## src/plpl_pkg.sv

```systemverilog
package plpl_pkg;

	localparam int DEFAULT_MAX_POINTS = 16;
	localparam int QUEUE_DEPTH = 2;

	localparam logic ACT_LOAD = 1'b0;
	localparam logic ACT_LOOKUP = 1'b1;

	localparam logic [2:0] REG_POINT_COUNT = 3'd0;
	localparam logic [2:0] REG_TRANSFORM_MODE = 3'd1;
	localparam logic [2:0] REG_SCORE_MODE = 3'd2;
	localparam logic [2:0] REG_MIN_LENGTH = 3'd3;
	localparam logic [2:0] REG_MAX_LENGTH = 3'd4;

	localparam logic signed [32:0] ADD_THREE = 33'sd196608;
	localparam logic signed [32:0] INT32_MAX = 33'sd2147483647;
	localparam logic [31:0] OOR_PENALTY = 32'h8000_0000;

	typedef struct packed {
		logic [4:0] point_count;
		logic transform_mode;
		logic score_mode;
		logic [15:0] min_length;
		logic [15:0] max_length;
	} cfg_t;

	// classified item handed from front to back
	typedef struct packed {
		logic is_load;
		logic oor;
		logic [3:0] slot;
		logic signed [31:0] limit;
		logic signed [31:0] pen;
		logic signed [31:0] v;
	} work_t;

	typedef struct packed {
		logic signed [31:0] penalty;
		logic out_of_range;
	} result_t;

endpackage

```

## src/plpl_front.sv

```systemverilog
module plpl_front (
	input plpl_pkg::cfg_t cfg,
	input logic action,
	input logic [3:0] point_index,
	input logic signed [31:0] limit_value,
	input logic signed [31:0] penalty_value,
	input logic signed [31:0] query_value,
	output plpl_pkg::work_t work
);
	import plpl_pkg::*;

	logic signed [48:0] q_ext, min_ext, max_ext;
	logic signed [32:0] sum;

	always_comb begin
		q_ext = 49'(query_value);
		min_ext = $signed({1'b0, cfg.min_length, 16'b0});
		max_ext = $signed({1'b0, cfg.max_length, 16'b0});
		sum = 33'(query_value) + ADD_THREE;
		work.is_load = (action == ACT_LOAD);
		work.slot = point_index;
		work.limit = limit_value;
		work.pen = penalty_value;
		work.oor = !cfg.score_mode && (q_ext < min_ext || q_ext > max_ext);
		if (cfg.transform_mode) begin
			work.v = (sum > INT32_MAX) ? INT32_MAX[31:0] : sum[31:0];
		end else begin
			work.v = query_value;
		end
	end
endmodule

```

## config.mk

```make
export PLATFORM = sky130hd
export DESIGN_NAME = plpl_front
export DESIGN_NICKNAME = d
export VERILOG_FILES = /design/src/plpl_pkg.sv /design/src/plpl_front.sv
export SDC_FILE = /design/constraint.sdc
export NUM_CORES = 1
export LEC_CHECK = 0
export BUFFER_PORTS_ARGS = -buffer_cell sky130_fd_sc_hd__buf_2
export CORE_AREA = 2 2 93 95
export DETAILED_ROUTE_END_ITERATION = 8
export DIE_AREA = 0 0 95 97
export PLACE_DENSITY = 0.66
export SLEW_MARGIN = 20
export SYNTH_ARGS = -nofsm -noshare
export SYNTH_HDL_FRONTEND = slang
export SYNTH_SLANG_ARGS = --single-unit
```

## constraint.sdc

```tcl
create_clock -name vclk -period 3.5
set_clock_uncertainty 0.15 [all_clocks]
set_input_delay 1.05 -clock vclk [all_inputs]
set_output_delay 1.05 -clock vclk [all_outputs]
set_load 0.1 [all_outputs]
```

# == Word-level counts from Yosys, hierarchy flattened ==
# Cells that the tools add are included.
# totals
output_inout_bits,102
regBits,0
wordCells,10
inputBits,140
# classes
n_reduce_logical,3
n_bitwise,1
addsub,1
magnitude_cmp,3
muxes,2
# ops
op,n
$mux 32,2
$add 32x19->33 const B,1
$gt 32x33->1,1
$gt 33x32->1 const B,1
$lt 32x33->1,1
$logic_and 1x1->1,1
$logic_not 1->1,1
$logic_or 1x1->1,1
$not 1->1,1

# == Longest topological paths before layout ==
# logic_depth
ltp_word,4
ltp_mapped,9
depth_no_buf,8

# == Least setup slack after synthesis ==
# OpenSTA, ideal clock, no wires.
# synth_path
path_type,input to output
from,input port cfg[27] (netlist name)
to,output port work[100] (netlist name)
path_slack_ps,-2678
path_buffers,0
stages,7
arrival_time_ps,4978
t_required_ps,2300
path_cell_list,inv_1 -> ha_1 -> a21o_1 -> a21o_1 -> a21oi_1 -> nor2b_1 -> o41ai_1
# synth_rtl
item,line,text
start: declaration,plpl_front.sv:2,"input plpl_pkg::cfg_t cfg,"
end: declaration,plpl_front.sv:8,output plpl_pkg::work_t work

==> flow_summary.yaml <==
status:
  status: "complete, but fails checks"
  violations: "setup timing"
finish:
  diodes: 0
  layout-drive-gt1-share_pct: 66.39
  flops_and_latches: 0
  layout.nets: 538
  postLayoutCellArea_um2: 3716
  layout_commonest_cell: "buf_2"
  seq_area_um2: 0
  multi_input_area_um2: 1829
  area_growth_pct: 94.88
  nClkBuffers: 0
  mostFrequentLayoutCells: "buf_2 (57), buf_4 (47), buf_12 (37), inv_1 (29), ha_1 (23)"
  n_fill_cell: 772
global_routing:
  grt_max_degree: 20
  track_usage_pct: 14.11
  grt_pass1_wl_mm: 10.68
  grt_pass1_vias: 2238
  grt_antenna_before_repair: 0
  overflow: 0
clock_network:
  cts_hold_buffers: 0
min_path:
  hp-class: "in2out"
timing:
  fin_ws_ns: -0.3140
  period_share_pct: 109.0
  rsz0062_at_grt: "true"
  finalSetupViolations: 32
  maxSlewViolCount: 0
  finalHoldViolations: 0
  max_slew_margin_pct: 68.05
  tightest_slew_ns: 0.4826
  min_period_ns: 3.814
  fmax_mhz: 262.2
yosys:
  synth_compound_area_share_pct: 17.65
  synth.avg_cell_area_um2: 6.909
  yosys.area_share.xor_xnor_pct: 0.4593
  ys_seq_area_share_pct: 0
  netlist_area_um2: 1907
  synthAdderAreaFrac_pct: 21.65
  yosys.area_share.simple_pct: 23.16
  synth_top_family_by_area: "buffers and inverters"
  synthDistinctLibCells: 37
  syn-instance-count: 276
  synth.area.mux_share_pct: 1.575
  syn_nets: 449
  ys_warn_count: 0
floorplanning:
  boundaryPins: 242
  rows: 33
  chipWidth_um: 95
  die_y_um: 97
  coreArea_um2: 8134
  start_util_pct: 23.44
  dieArea_um2: 9215
drt:
  routedWlPerCell_um: 14.60
  firstDrtPassIters: 4
  via_per_inst: 4.581
  ant_nets: 0
  vias: 2144
  drtIter0Drc: 36
  drc_errors: 0
  drt-total-wl_mm: 6.831
worst_setup_path:
  worstSetupEndpoint: "work[19]"
  startpoint_type: "input pin"
  criticalPathCategory: "in2out"
  crit_fanout: 5
  cp-end-kind: "primary output"
  cp.required_ns: 2.30
  cp-startpoint: "query_value[17]"
  arrival_ns: 2.61
power:
  p_leak_nw: 1.809
  irDropWorstVdd_uv: 75.00
  finalPower_uw: 586.6
  p_per_area_nw_per_um2: 157.9
placement:
  gp_congestion: 0.8102
  io_buffers: 101
  hpwl_mm: 5.851
  dpl_cell_area_um2: 3341
run:
  drv_cap: 0
-- report_power, final --
part / internal, mW / switching (mW) / leakage (nW)
Sequential: 0 / 0 / 0
Combinational: 0.252 / 0.335 / 1.81
Clock: 0 / 0 / 0
Total: 0.252 / 0.335 / 1.81
-- metrics by stage --
step                      setup TNS (ns)  utilization [%]  setup WS (ns)  std cells  hold WS, ns
after floorplan                   -4.646                -        -0.5998        276        2.117
after global placement            -9.386            41.07        -0.4156        462        1.951
after detailed placement          -10.37            41.07        -0.4307        462        1.951
after CTS                         -7.701            45.04        -0.2933        468        1.951
after global routing              -11.06            45.69        -0.4063        468        1.950
final                             -8.332            45.69        -0.3140        468        1.950
-- worst min-delay path by stage --
stage / startpoint / end / slack [ns] / cells after the start
after floorplan: query_value[25] / work[25] / 2.12 / 1
after global placement: penalty_value[4] / work[36] / 1.95 / 0
after detailed placement: penalty_value[4] / work[36] / 1.95 / 0
after CTS: penalty_value[4] / work[36] / 1.95 / 0
after global routing: penalty_value[5] / work[37] / 1.95 / 0
final: penalty_value[0] / work[32] / 1.95 / 0
-- cells in the mapped netlist --
| cell | count | area (um^2) |
|---|---|---|
| buf_4 | 68 | 510.5 |
| inv_1 | 36 | 135.1 |
| ha_1 | 33 | 412.9 |
| a21oi_1 | 17 | 85.08 |
| nand2b_1 | 16 | 100.1 |
| nor2_1 | 14 | 52.55 |
| nand4_1 | 10 | 62.56 |
| nand2_1 | 9 | 33.78 |
| a31oi_1 | 8 | 50.05 |
| o21ai_0 | 7 | 35.03 |
| nand3_1 | 6 | 30.03 |
| nor4_1 | 6 | 37.54 |
| o21a_1 | 6 | 45.04 |
| a21o_1 | 4 | 30.03 |
| nor3_1 | 4 | 20.02 |
| and3_1 | 3 | 18.77 |
| mux2i_1 | 3 | 30.03 |
| nor2b_1 | 3 | 18.77 |
| a211oi_1 | 2 | 15.01 |
| and3_4 | 2 | 22.52 |
| and4_1 | 2 | 17.52 |
| buf_6 | 2 | 22.52 |
| a2111oi_0 | 1 | 8.760 |
| a21boi_0 | 1 | 7.510 |
| a21oi_2 | 1 | 8.760 |
| a22o_1 | 1 | 8.760 |
| and2_1 | 1 | 6.260 |
| buf_1 | 1 | 3.750 |
| buf_2 | 1 | 5.000 |
| nand2_2 | 1 | 6.260 |
| nand4b_1 | 1 | 8.760 |
| nor2_2 | 1 | 6.260 |
| o2111ai_1 | 1 | 8.760 |
| o211a_4 | 1 | 17.52 |
| o211ai_1 | 1 | 7.510 |
| o41ai_1 | 1 | 8.760 |
| xor2_1 | 1 | 8.760 |
-- routing by layer --
layer	vias to the layer above	wire, um	global-route usage (%)
li1	1061	-	-
met1	988	2709	16.38
met2	89	3612	26.68
met3	6	463	2.960
met4	0	46	1.672
met5	-	0	0
-- layout make-up --
type | count | area share (%)
tap | 105 | 3.535
multi-input combinational | 168 | 49.23
inverter | 36 | 4.040
timing repair buffer | 159 | 43.20
-- worst max-delay path, cell delays in order --
cell and delay (ns):
buf_12 0.09, inv_6 0.03, ha_4 0.14, nand4b_1 0.18
mux2i_2 0.21, nand3_1 0.19, buf_6 0.17, buf_8 0.13
a31oi_4 0.21, buf_12 0.20
-- cells by family (layout without fill, tap and decap cells) --
logic type / count (synthesis) / count (layout)
buf+inv: 108 / 195
simple gates: 79 / 79
compound gates: 52 / 52
fa+ha+maj: 33 / 33
mux: 3 / 3
xor+xnor: 1 / 1
-- repair_timing --
action / CTS / global route
gates cloned: 1 / 0
setup buffers: 6 / 0
resized for setup: 63 / 12
setup endpoints to repair: 33 / 33
pin swaps: 23 / 7
Power figures use the tool's default switching activity.
