`config.mk`:
```
export PLATFORM = sky130hd
export DESIGN_NAME = plpl_fifo
export DESIGN_NICKNAME = d
export VERILOG_FILES = /design/src/plpl_pkg.sv /design/src/plpl_fifo.sv
export SDC_FILE = /design/constraint.sdc
export NUM_CORES = 1
export LEC_CHECK = 0
export BUFFER_PORTS_ARGS = -buffer_cell sky130_fd_sc_hd__buf_4
export CAP_MARGIN = 0
export CORE_MARGIN = 2
export CORE_UTILIZATION = 40
export CTS_CLUSTER_DIAMETER = 80
export DETAILED_ROUTE_END_ITERATION = 6
export SETUP_SLACK_MARGIN = 0.3
export SYNTH_ARGS = -nofsm -noshare
export SYNTH_HDL_FRONTEND = slang
export SYNTH_SLANG_ARGS = --single-unit
```
`constraint.sdc`:
```
create_clock -name clk -period 2.06 [get_ports clk]
set_clock_uncertainty 0.05 [all_clocks]
set_input_delay 0.412 -clock clk [delete_from_list [all_inputs] [get_ports clk]]
set_output_delay 0.412 -clock clk [all_outputs]
set_load 0.005 [all_outputs]
```
`src/plpl_pkg.sv`:
```
package plpl_pkg;

	localparam int DEFAULT_MAX_POINTS = 16;
	localparam int QUEUE_DEPTH = 2;

	localparam logic ACT_LOAD = 1'b0;
	localparam logic ACT_LOOKUP = 1'b1;

	localparam logic [2:0] REG_POINT_COUNT = 3'd0;
	localparam logic [2:0] REG_TRANSFORM_MODE = 3'd1;
	localparam logic [2:0] REG_SCORE_MODE = 3'd2;
	localparam logic [2:0] REG_MIN_LENGTH = 3'd3;
	localparam logic [2:0] REG_MAX_LENGTH = 3'd4;

	localparam logic signed [32:0] ADD_THREE = 33'sd196608;
	localparam logic signed [32:0] INT32_MAX = 33'sd2147483647;
	localparam logic [31:0] OOR_PENALTY = 32'h8000_0000;

	typedef struct packed {
		logic [4:0] point_count;
		logic transform_mode;
		logic score_mode;
		logic [15:0] min_length;
		logic [15:0] max_length;
	} cfg_t;

	// classified item handed from front to back
	typedef struct packed {
		logic is_load;
		logic oor;
		logic [3:0] slot;
		logic signed [31:0] limit;
		logic signed [31:0] pen;
		logic signed [31:0] v;
	} work_t;

	typedef struct packed {
		logic signed [31:0] penalty;
		logic out_of_range;
	} result_t;

endpackage

```
`src/plpl_fifo.sv`:
```
module plpl_fifo #(
	parameter int W = 8,
	parameter int D = plpl_pkg::QUEUE_DEPTH
) (
	input logic clk,
	input logic arst_n,
	input logic wr,
	input logic [W-1:0] wdata,
	output logic full,
	input logic rd,
	output logic [W-1:0] rdata,
	output logic empty
);
	localparam int AW = (D > 1) ? $clog2(D) : 1;
	localparam int CW = $clog2(D + 1);

	logic [W-1:0] mem_q [D];
	logic [AW-1:0] wp_q, rp_q;
	logic [CW-1:0] cnt_q;
	logic do_wr, do_rd;

	assign full = (cnt_q == CW'(D));
	assign empty = (cnt_q == '0);
	assign do_wr = wr && !full;
	assign do_rd = rd && !empty;
	assign rdata = mem_q[rp_q];

	always_ff @(posedge clk or negedge arst_n) begin
		if (!arst_n) begin
			wp_q <= '0;
			rp_q <= '0;
			cnt_q <= '0;
		end else begin
			if (do_wr) begin
				wp_q <= (wp_q == AW'(D - 1)) ? '0 : wp_q + 1'b1;
			end
			if (do_rd) begin
				rp_q <= (rp_q == AW'(D - 1)) ? '0 : rp_q + 1'b1;
			end
			if (do_wr && !do_rd) begin
				cnt_q <= cnt_q + 1'b1;
			end else if (do_rd && !do_wr) begin
				cnt_q <= cnt_q - 1'b1;
			end
		end
	end

	always_ff @(posedge clk) begin
		if (do_wr) begin
			mem_q[wp_q] <= wdata;
		end
	end
endmodule

```
* Word-level counts from Yosys, hierarchy flattened
Memories as Yosys holds them, arrays and structs flattened. Cells that the tools add are included.
Cells by class: $add $sub $neg 4, eq/ne operators 1, muxes and demuxes 6, reductions and logical operators 10
Operator list (number):
- $logic_and 1x1->1 | 4
- $logic_not 1->1 | 4
- $mux 1 | 4
- $mux 2 | 2
- $add 1x1->1 const B | 2
- $add 2x1->2 const B | 1
- $eq 2x2->1 const B | 1
- $logic_not 2->1 | 1
- $reduce_bool 2->1 | 1
- $sub 2x1->2 const B | 1
Word-level totals: register bits 4, memory bits (writable) 16, output and inout port bits 10, word-level logic and storage cells 25, memories kept 1
Memories:
- mem_q | depth 2, width 8, read ports 1, clocked after Yosys merged registers in 0, wr ports 1, line plpl_fifo.sv:17 | logic [W-1:0] mem_q [D];

* Logic depth before layout (Yosys ltp)
Gate-level depths: netlist of the first run.
depth in word-level cells 7, gate-level depth with buffers 7, gate-level depth less buffers 7

* Worst setup path before layout of the first run
No wires, ideal clock.
path type reg2reg, start point register cnt_q[0], end point memory mem_q[0][0], enable pin, library setup time 0.370 ns, arrival 1.022 ns, required time 1.640 ns, path slack 0.618 ns, stages on the path, launching flop included 4, clock period less this slack 1.442 ns, cells stage by stage dfrtp_1 > nand2b_1 > nand2_2 > nor2_1
Between the ends: cells in the longest elaborated chain, start to end 5
Ends and longest elaborated chain:
- from (decl) | line plpl_fifo.sv:19 | logic [CW-1:0] cnt_q;
- from (signal assigned) | line plpl_fifo.sv:41 | cnt_q <= cnt_q + 1'b1;
- from (signal assigned) | line plpl_fifo.sv:43 | cnt_q <= cnt_q - 1'b1;
- $eq 2x2->1 | line plpl_fifo.sv:22 | assign full = (cnt_q == CW'(D));
- $logic_not 1->1 | line plpl_fifo.sv:24 | assign do_wr = wr && !full;
- $logic_and 1x1->1 | line plpl_fifo.sv:24
- $mux 1 | line plpl_fifo.sv:49 | if (do_wr) begin
- $mux 1 (implied by the code) | line plpl_fifo.sv:50 | mem_q[wp_q] <= wdata;
- to (decl) | line plpl_fifo.sv:17
Every way passes these cells.

* Worst setup path after layout of the first run
start point register rp_q, end point output port rdata[2]
Between the ends: cells in the longest elaborated chain, start to end 1
Ends and longest elaborated chain:
- from (decl) | line plpl_fifo.sv:18 | logic [AW-1:0] wp_q, rp_q;
- from (signal assigned) | line plpl_fifo.sv:38 | rp_q <= (rp_q == AW'(D - 1)) ? '0 : rp_q + 1'b1;
- $mem_v2 2x8
- to (decl) | line plpl_fifo.sv:11 | output logic [W-1:0] rdata,
Every way passes these cells.

==> results.md, run 1 <==
* Status: completed
* Hold Crit Class: input pin to flop
* Number of library cell types mapped by synthesis at 15
* Crit-path max cell delay at ~500 ps
* Highest-count cells in the layout ignoring fill and taps: 23 x buf_4, 16 x edfxtp_1, 6 x mux2_1
* GR Util met1 at approximately 15%
* Avg Inst Size Synth at 17.77 um2
* Synthesized area at slightly below 800 um2
* R2R Path Start: cnt_q[0]
* Final period util at 84.25%
* Top-area cell type share of the netlist area at between 60 and 70%
* Cell area after placement at about 970 um2
* Post-synthesis mux area share at around 12%
* Setup Viol. Count Final at 0
* TritonCTS clock tree: built
* Lkg Pwr at 0.4201 nW
* Die height at about 48 um
* Synth Area in XOR/XNOR at under 10%
* Post-Synth Simple-Gate Area at 3.840%
* Synth area leaders: edfxtp_1 61%, dfrtp_1 13%, mux2_1 8.6%
* DIE WIDTH at 48.22 um
* Adder-cell share of the synthesized area at under 10%
* Largest net degree at the start of global routing at 12
* Clock root cell: clkbuf_4
* CTS buffer count at 3
* Antenna viol nets, final at 0
* Core Box Area at ~0.0018 mm2
* Syn. warnings at 0
* Number of remaining DRC errors at 0
* Final estimated routing congestion in global placement at between 0.6 and 0.7
* Worst setup path startpoint: rp_q
* Via count at 428
* Critical path type: flop to primary output
* Crit-path slowest cell: dfrtp_2
* P&R area growth vs syn at 30.24%
* Reg2reg setup slack at between 500 and 600 ps
* Final instance area at 0.001018 mm2
* Drt initial violations at 3
* Slew headroom at between 70% and 80%
* Worst path cell trace: mux2_2, buf_4
* Critical Path RT at roughly 1600 ps
* Busiest layer in global routing: met2
* Cell accounting for the most synthesized area: edfxtp_1
* Crit path max fanout at 9
* RR Endpoint: cnt_q[1]
* M3 GR Usage at ~3.3%
* Syn Inst Count at between 40 and 50
* MaxCap Viol Count at 0
* Critical Path AT at ~1300 ps
* Critical Path End Type: primary output
* Maximum root-to-sink buffer count at 2
* Num Clock Sinks at 20
* Io pins at 22
* Final setup TNS at 0 ps
* Combinational family with the most area after synthesis: multiplexers
* First-pass GRT wire length at 1835 um
* Worst skew pair latency at 290 ps
* P per Cell Area at about 1300 mW/mm2
* Tmin final at about 1700 ps
* Initial Util at ~44%
* GRT Util Overall at about 12%
* Routed len/inst at around 13 um
* Fin. max-slew vios at 0
* Buffers on Ports at 21
* Site row count at 15
* R2R depth at 7
* Most common cell after layout, fill and taps aside: buf_4
* Crit path capture: rdata[2]
* Initial DRT Pass Iterations at 3
* Complex-gate fraction of the synthesized area at 0.6400%
* Share of cells above drive strength 1 at 43.66%
* Post-DP HPWL at between 900 and 1000 um
* Vias in the first global route at between 400 and 500
* Initial antenna violation count at 0
* Register bit count reported by yosys at 20
* Clock slew at reported path FFs at about 110 ps
* M2 GR Usage at between 20% and 30%
* Max VDD drop at between 0.6 and 0.7 mV
* Syn_nets at 57
* Vias/cell at 4.458
* Number of diodes at 0
* Worst-margin pin slew at 395.8 ps
* Die area at around 0.0023 mm2
* Final nets at 85
* Worst Setup Start Kind: flop
* Final Hold Viols at 0
* WL final at 1229 um
* H-tree levels at 1
* Share of the yosys chip area belonging to registers at around 74%
* GR Overflow Total at 0
* RSZ-0062 raised after global routing: yes
* FILL cells at 156
* Peak Freq at slightly below 600 MHz
==> cell usage after synthesis <==
| library cell | instances |
|---|---|
| edfxtp_1 | 16 |
| mux2_1 | 6 |
| dfrtp_1 | 4 |
| nor2_1 | 3 |
| inv_1 | 2 |
| mux2_2 | 2 |
| xnor2_1 | 2 |
| xor2_1 | 2 |
| and3_1 | 1 |
| buf_2 | 1 |
| ha_1 | 1 |
| nand2_2 | 1 |
| nand2b_1 | 1 |
| o21ai_1 | 1 |
| xnor2_2 | 1 |
==> cell families after synthesis <==
logic type / count (synthesis)
adder cells (fa/ha/maj): 1
multiplexers: 8
XOR/XNOR: 5
AO/OA/AOI/OAI: 1
buffers and inverters: 3
AND/OR/NAND/NOR: 6
flip-flops: 20
==> what timing repair did <==
action,in CTS,in global routing
hold endpoints to repair,4,0
buffers inserted,0,1
gates resized for setup,1,0
setup endpoints to repair,8,8
pin swaps,0,0
hold buffers,1,0
==> metrics by stage <==
| stage | instances | total power [mW] | hold slack [ps] | util (%) | setup WS, ps |
|---|---|---|---|---|---|
| after floorplan | 44 | 0.8988 | 66.41 | - | 617.9 |
| after global placement | 90 | 1.104 | 162.3 | 54.60 | 499.0 |
| after detailed placement | 90 | 1.111 | 162.2 | 54.60 | 502.5 |
| after CTS | 95 | 1.300 | 245.9 | 56.70 | 285.4 |
| after global routing | 96 | 1.380 | 230.3 | 57.12 | 251.4 |
| final | 96 | 1.295 | 248.6 | 57.12 | 324.4 |
==> critical path, delay by kind of cell, from the launching register on <==
family / cells / cell delay [ps]
flip-flops: 1 / 500
buffers and inverters: 1 / 130
multiplexers: 1 / 360
==> how the worst min path moves through the flow <==
stage | start | endpoint | slack, ps | cells after the start
2_1_floorplan | arst_n | cnt_q[0] | 70 | 0
3_3_place_gp | arst_n | wp_q | 160 | 1
3_5_place_dp | arst_n | wp_q | 160 | 1
4_1_cts | wdata[1] | mem_q[0][1] | 250 | 1
5_1_grt | wdata[1] | mem_q[0][1] | 230 | 1
6_report | wdata[1] | mem_q[0][1] | 250 | 1
==> registers in the layout, indices dropped and copies added (netlist names) <==
name	cells
rp_q	1
mem_q	16
wp_q	1
cnt_q	2
==> power breakdown <==
group	switching, mW	total (mW)	leakage (nW)	internal [mW]
combinational	0.182	0.460	0.210	0.278
clock	0.114	0.184	0.0154	0.0703
sequential	0.0841	0.651	0.194	0.567
total	0.380	1.30	0.420	0.916
==> area by class of cell <==
type / instances / area (um2) / area share [%]
Sequential cell: 20 / 581.8 / 57.13
Multi-Input combinational cell: 21 / 188.9 / 18.55
Timing Repair Buffer: 24 / 182.7 / 17.94
Tap cell: 25 / 31.28 / 3.071
Clock buffer: 3 / 22.52 / 2.211
Inverter: 2 / 7.507 / 0.7371
Clock inverter: 1 / 3.754 / 0.3685
==> metal layers <==
| metal | part of all wire [%] | routed length (um) |
|---|---|---|
| met1 | 40 | 494 |
| met2 | 56 | 684 |
| met3 | 4.1 | 50 |
| met4 | 0 | 0 |
| met5 | 0 | 0 |
Power figures use the tool's default switching activity.
==> run 2, diff against run 1 <==
PLACE_DENSITY = 0.66   (was default)
clock period = 1.4 ns   (was 2.06 ns; I/O delays follow)
==> run 2 against run 1 <==
- the run now ends with negative setup slack left
- final area increased by 23%
- setup slack worse by 540 ps
- clock-buffer cell count is 1 higher
- clock power rose by 53%
- sequential power is 51% higher
- worst hold slack worse by 140 ps
- first-iteration DRC count increased by 67%
- power up 99%
- critical path depth grew 1
- critical endpoint is now rdata[6]
- largest cell class unchanged
- highest routed layer is now met4
==> results.md, run 2 (synthesis gave the netlist of run 1 again) <==
* TritonCTS clock tree: built
* Routed len/inst at ~15 um
* Largest net degree at the start of global routing at 12
* Initial DRT Pass Iterations at 3
* MaxCap Viol Count at 0
* Number of diodes at 0
* CTS buffer count at 3
* Final period util at 115.3%
* Die height at a little under 50 um
* DIE WIDTH at just under 50 um
* Largest Register: mem_q
* R2R Path Start: cnt_q[0]
* Initial antenna violation count at 0
* NetSw at between 700 and 800 uW
* Status: finished with violations
* RR Endpoint: cnt_q[1]
* Worst setup path startpoint: rp_q
* Final Hold Viols at 0
* Max FFs per register at 16
* Die area at between 0.002 and 0.0025 mm2
* Crit path max fanout at 5
* Tmin final at 1615 ps
* Clock root cell: clkbuf_4
* Pwr Total at about 2.6 mW
* Clock slew at reported path FFs at about 110 ps
* Most common cell after layout, fill and taps aside: buf_6
* WL final at around 1500 um
* Antenna viol nets, final at 0
* Crit-path max cell delay at between 400 and 500 ps
* Num Clock Sinks at 20
* Via count at 489
* R2R depth at 7
* Vias/cell at between 4 and 5
* Fin worst setup slack at -214.7 ps
* Worst-margin pin slew at 212.0 ps
* Buffers on Ports at 21
* Slew headroom at between 80% and 90%
* M2 GR Usage at 22.89%
* Busiest layer in global routing: met2
* RSZ-0062 raised after global routing: yes
* Critical Path End Type: primary output
* Worst skew pair latency at about 300 ps
* GR Overflow Total at 0
* Io pins at 22
* Share of cells above drive strength 1 at 71.25%
* Worst Setup Start Kind: flop
* Critical path type: flop to primary output
* Core Box Area at 0.001783 mm2
* Fin. max-slew vios at 0
* Final nets at 94
* FILL cells at 130
* Critical Path AT at between 1000 and 1500 ps
* H-tree levels at 1
* Site row count at 15
* M3 GR Usage at under 10%
* Largest regs: mem_q: 16 flops, cnt_q: 2 flops
* Crit path capture: rdata[6]
* Setup Viol. Count Final at 19
* Vias in the first global route at approximately 470
* Number of remaining DRC errors at 0
* Peak Freq at 619.3 MHz
* First-pass GRT wire length at around 2200 um
* Multi-input logic area at 282.8 um2
* Sequential Power Share at 38.1%
* GRT Util Overall at between 10% and 20%
* Crit-path slowest cell: dfrtp_2
* Failing checks: negative setup slack
* Critical Path RT at between 1000 and 1500 ps
* Clock share of power at between 10% and 20%
* FF/Latch Area at 584.3 um2
* Lkg Pwr at about 0.53 nW
* GR Util met1 at between 10% and 20%
* Post-DP HPWL at around 850 um
* Max VDD drop at 1.286 mV
* Reg2reg setup slack at -100 ps
* Switching Share at a little under a third
* Final estimated routing congestion in global placement at roughly 0.61
* Logic pwr share at approximately 51%
* Int Pwr at roughly 1.8 mW
* Hold Crit Class: input pin to flop
* Highest-count cells in the layout ignoring fill and taps: 18 x buf_6, 16 x edfxtp_1, 14 x buf_4
* P per Cell Area at between 2000 and 2500 mW/mm2
* Initial Util at between 40 and 50%
* Maximum root-to-sink buffer count at 2
* Drt initial violations at 5
* Worst path cell trace: buf_6, mux2_4, buf_6
* Most frequent CP cell: buf_6
* Layout Utilization at 70.11%
* P&R area growth vs syn at 59.84%
[run 2: power by group through the flow]
| stage | clock network, mW | logic (mW) | registers (mW) |
|---|---|---|---|
| 3_5_place_dp | 0 | 0.814 | 1.01 |
| 3_3_place_gp | 0 | 0.804 | 1.00 |
| 4_1_cts | 0.289 | 1.24 | 0.970 |
| 2_1_floorplan | 0 | 0.572 | 0.925 |
| 6_report | 0.281 | 1.32 | 0.984 |
| 5_1_grt | 0.307 | 1.40 | 0.998 |
[run 2: worst max-delay path: cells and delay by family (launching register included)]
| family | cells | cell delay (ps) |
|---|---|---|
| DFF | 1 | 430 |
| buffers and inverters | 2 | 250 |
| muxes | 1 | 300 |
[run 2: cell type report]
cell class | count | share of cell area [%]
sequential | 20 | 46.75
timing repair buffer | 33 | 25.43
multi-input combinational | 21 | 22.62
tap | 25 | 2.503
clock buffer | 4 | 2.102
inverter | 2 | 0.6006
[run 2: what timing repair did]
item	in CTS	in global routing
resized for setup	28	3
pin swaps	4	3
setup buffers	6	2
hold buffers	1	0
hold endpoints to repair	4	0
setup endpoints to repair	28	30
gates cloned	0	0
[run 2: layer usage]
metal  vias to the layer above  wire, um
met2                        13       819
li1                        231         -
met3                         2        55
met1                       243       647
met4                         0         7
met5                         -         0
[run 2: per-stage QoR]
| step | setup TNS, ps | hold slack [ps] | worst slack [ps] | std cells | instance area (um2) |
|---|---|---|---|---|---|
| floorplan | 0 | -65.59 | 49.30 | 44 | 837.1 |
| global placement | -327.5 | 31.19 | -42.48 | 92 | 1037 |
| detailed placement | -579.4 | 30.70 | -72.41 | 92 | 1037 |
| CTS | -1773 | 99.60 | -220.1 | 103 | 1220 |
| global route | -3006 | 95.61 | -247.5 | 105 | 1250 |
| finish | -2291 | 109.8 | -214.7 | 105 | 1250 |
[run 2: worst min-delay path by stage]
stage	cells past startpoint	to	slack, ps	startpoint
final	1	mem_q[0][1]	110	wdata[1]
after global routing	1	mem_q[1][3]	100	wdata[3]
after CTS	1	mem_q[0][1]	100	wdata[1]
after detailed placement	1	cnt_q[0]	30	arst_n
after global placement	1	cnt_q[1]	30	arst_n
after floorplan	0	cnt_q[0]	-70	arst_n
==> run 3, diff against run 2 <==
--- a/config.mk
+++ b/config.mk
@@ -14,2 +14,3 @@
 export PLACE_DENSITY = 0.66
+export RECOVER_POWER = 50
 export SETUP_SLACK_MARGIN = 0.3
==> constraint.sdc (replaced) <==
create_clock -name clk -period 1.4 [get_ports clk]
set_clock_uncertainty 0.05 [all_clocks]
set_input_delay 0.14 -clock clk [delete_from_list [all_inputs] [get_ports clk]]
set_output_delay 0.14 -clock clk [all_outputs]
set_load 0.005 [all_outputs]
==> run 3 against run 2 <==
- the flow still finishes with violations (negative setup slack)
- clock power up 20%
- sequential share of layout area down 4.4 points
- register-to-register slack better by 70 ps
==> results.md, run 3 (synthesis gave the netlist of run 1 again) <==
* Worst-margin pin slew at approximately 270 ps
* Highest-count cells in the layout ignoring fill and taps: 19 x buf_6, 16 x edfxtp_1, 11 x clkbuf_4
* Number of remaining DRC errors at 0
* WL final at 1747 um
* First-pass GRT wire length at roughly 2600 um
* H-tree levels at 1
* Most common cell after layout, fill and taps aside: buf_6
* Initial DRT Pass Iterations at 4
* MaxCap Viol Count at 0
* Final setup TNS at -705.6 ps
* Initial Util at a little over two fifths
* Min Hold Slack at between 100 and 150 ps
* Initial antenna violation count at 0
* Vias in the first global route at about 570
* Site row count at 15
* Worst Setup Start Kind: flop
* DIE WIDTH at around 48 um
* Maximum root-to-sink buffer count at 2
* Setup Viol. Count Final at 9
* Crit path max fanout at 5
* Buffers on Ports at 21
* Largest net degree at the start of global routing at 12
* Lkg Pwr at ~0.59 nW
* P&R area growth vs syn at 76.48%
* Fin. max-slew vios at 0
* Status: finished with violations
* P per Cell Area at just over 2000 mW/mm2
* Critical path type: flop to primary output
* Peak Freq at between 600 and 700 MHz
* Slew headroom at between 80% and 90%
* Critical Path AT at 1300 ps
* Die area at 0.002325 mm2
* Clock slew at reported path FFs at roughly 110 ps
* GRT Util Overall at ~17%
* Post-DP HPWL at 948 um
* Fin worst setup slack at -92.86 ps
* Via count at 542
* Final estimated routing congestion in global placement at approximately 0.64
* Failing checks: negative setup slack
* TritonCTS clock tree: built
* R2R Path Start: cnt_q[0]
* Pwr Total at ~2.8 mW
* CTS buffer count at 3
* Share of cells above drive strength 1 at approximately two thirds
* Num Clock Sinks at 20
* Crit-path max cell delay at ~440 ps
* Number of diodes at 0
* Vias/cell at around 4.6
* GR Overflow Total at 0
* Crit-path slowest cell: dfrtp_2
* Largest regs: mem_q: 16 flops, cnt_q: 2 flops
* Worst skew pair latency at around 300 ps
* R2R depth at 7
* Io pins at 22
* Max VDD drop at ~1.2 mV
* Max FFs per register at 16
* Largest Register: mem_q
* Critical Path RT at ~1200 ps
* DP Worst Slack at -1.655 ps
* Worst path cell trace: buf_6, mux2_4, buf_6
* Hold Crit Class: input pin to async pin
* Drt initial violations at 4
* Final period util at 106.6%
* Final Hold Viols at 0
* Final nets at 107
* Routed len/inst at 14.81 um
* RR Endpoint: cnt_q[1]
* Most frequent CP cell: buf_6
* Critical Path End Type: primary output
* Core Box Area at 0.001783 mm2
* Die height at 48.22 um
* Reg2reg setup slack at -30 ps
* Tmin final at roughly 1500 ps
* Clock root cell: clkbuf_4
* RSZ-0062 raised after global routing: yes
* Antenna viol nets, final at 0
-- run 3: cell count changes in the layout (fill, tap and decap cells not counted) --
cell / before / now
clkbuf_8: 0 / 1
buf_4: 14 / 9
buf_6: 18 / 19
clkbuf_4: 3 / 11
inv_2: 2 / 1
inv_4: 0 / 1
dlygate4sd3_1: 1 / 9
-- run 3: cell type report --
cell class                      count  area, um2
Clock buffer                        4      36.28
Timing Repair Buffer               46      435.4
Inverter                            2      10.01
Multi-Input combinational cell     21      282.8
Sequential cell                    20      584.3
Fill cell                         106      402.9
Tap cell                           25      31.28
-- run 3: power breakdown --
group	leakage (nW)	total, mW	internal, mW	switching, mW
combinational	0.376	1.47	0.962	0.506
sequential	0.192	0.971	0.840	0.131
clock	0.0210	0.336	0.159	0.177
-- run 3: worst max-delay path by stage --
stage	from	endpoint	slack, ps	cells after the start
floorplan	cnt_q[0]	cnt_q[1]	50	7
CTS	rp_q	rdata[7]	-80	3
detailed placement	cnt_q[1]	cnt_q[1]	-2	5
global route	rp_q	rdata[2]	-130	3
finish	rp_q	rdata[4]	-90	3
global placement	cnt_q[0]	cnt_q[1]	50	6
-- run 3: what timing repair did --
| action | in CTS | in global routing |
|---|---|---|
| hold buffers | 9 | 0 |
| endpoints found under the hold margin | 20 | 0 |
| setup endpoints to repair | 28 | 30 |
| setup buffers | 7 | 5 |
| pin swaps | 3 | 2 |
| resized for setup | 33 | 9 |
-- run 3: critical path: cells and delay by family, from the launching register on --
family	cells	cell delay (ps)
buffers and inverters	2	260
flip-flops	1	440
multiplexers	1	300
-- run 3: per-layer routing --
metal | global-route usage, % | share of wire [%] | up-vias | routed length (um)
met3 | 3.333 | 3.2 | 2 | 56
met1 | 19.42 | 39 | 266 | 675
met4 | 6.486 | 0.80 | 0 | 14
li1 | - | - | 254 | -
met2 | 31.58 | 57 | 20 | 1000
met5 | 0 | 0 | - | 0
-- run 3: metrics by stage --
stage | utilization, % | instances | cell area (um2)
6_report | 77.40 | 118 | 1380
3_3_place_gp | 56.91 | 93 | 1015
2_1_floorplan | - | 44 | 800.8
3_5_place_dp | 56.91 | 93 | 1015
5_1_grt | 77.40 | 118 | 1380
4_1_cts | 73.33 | 113 | 1308
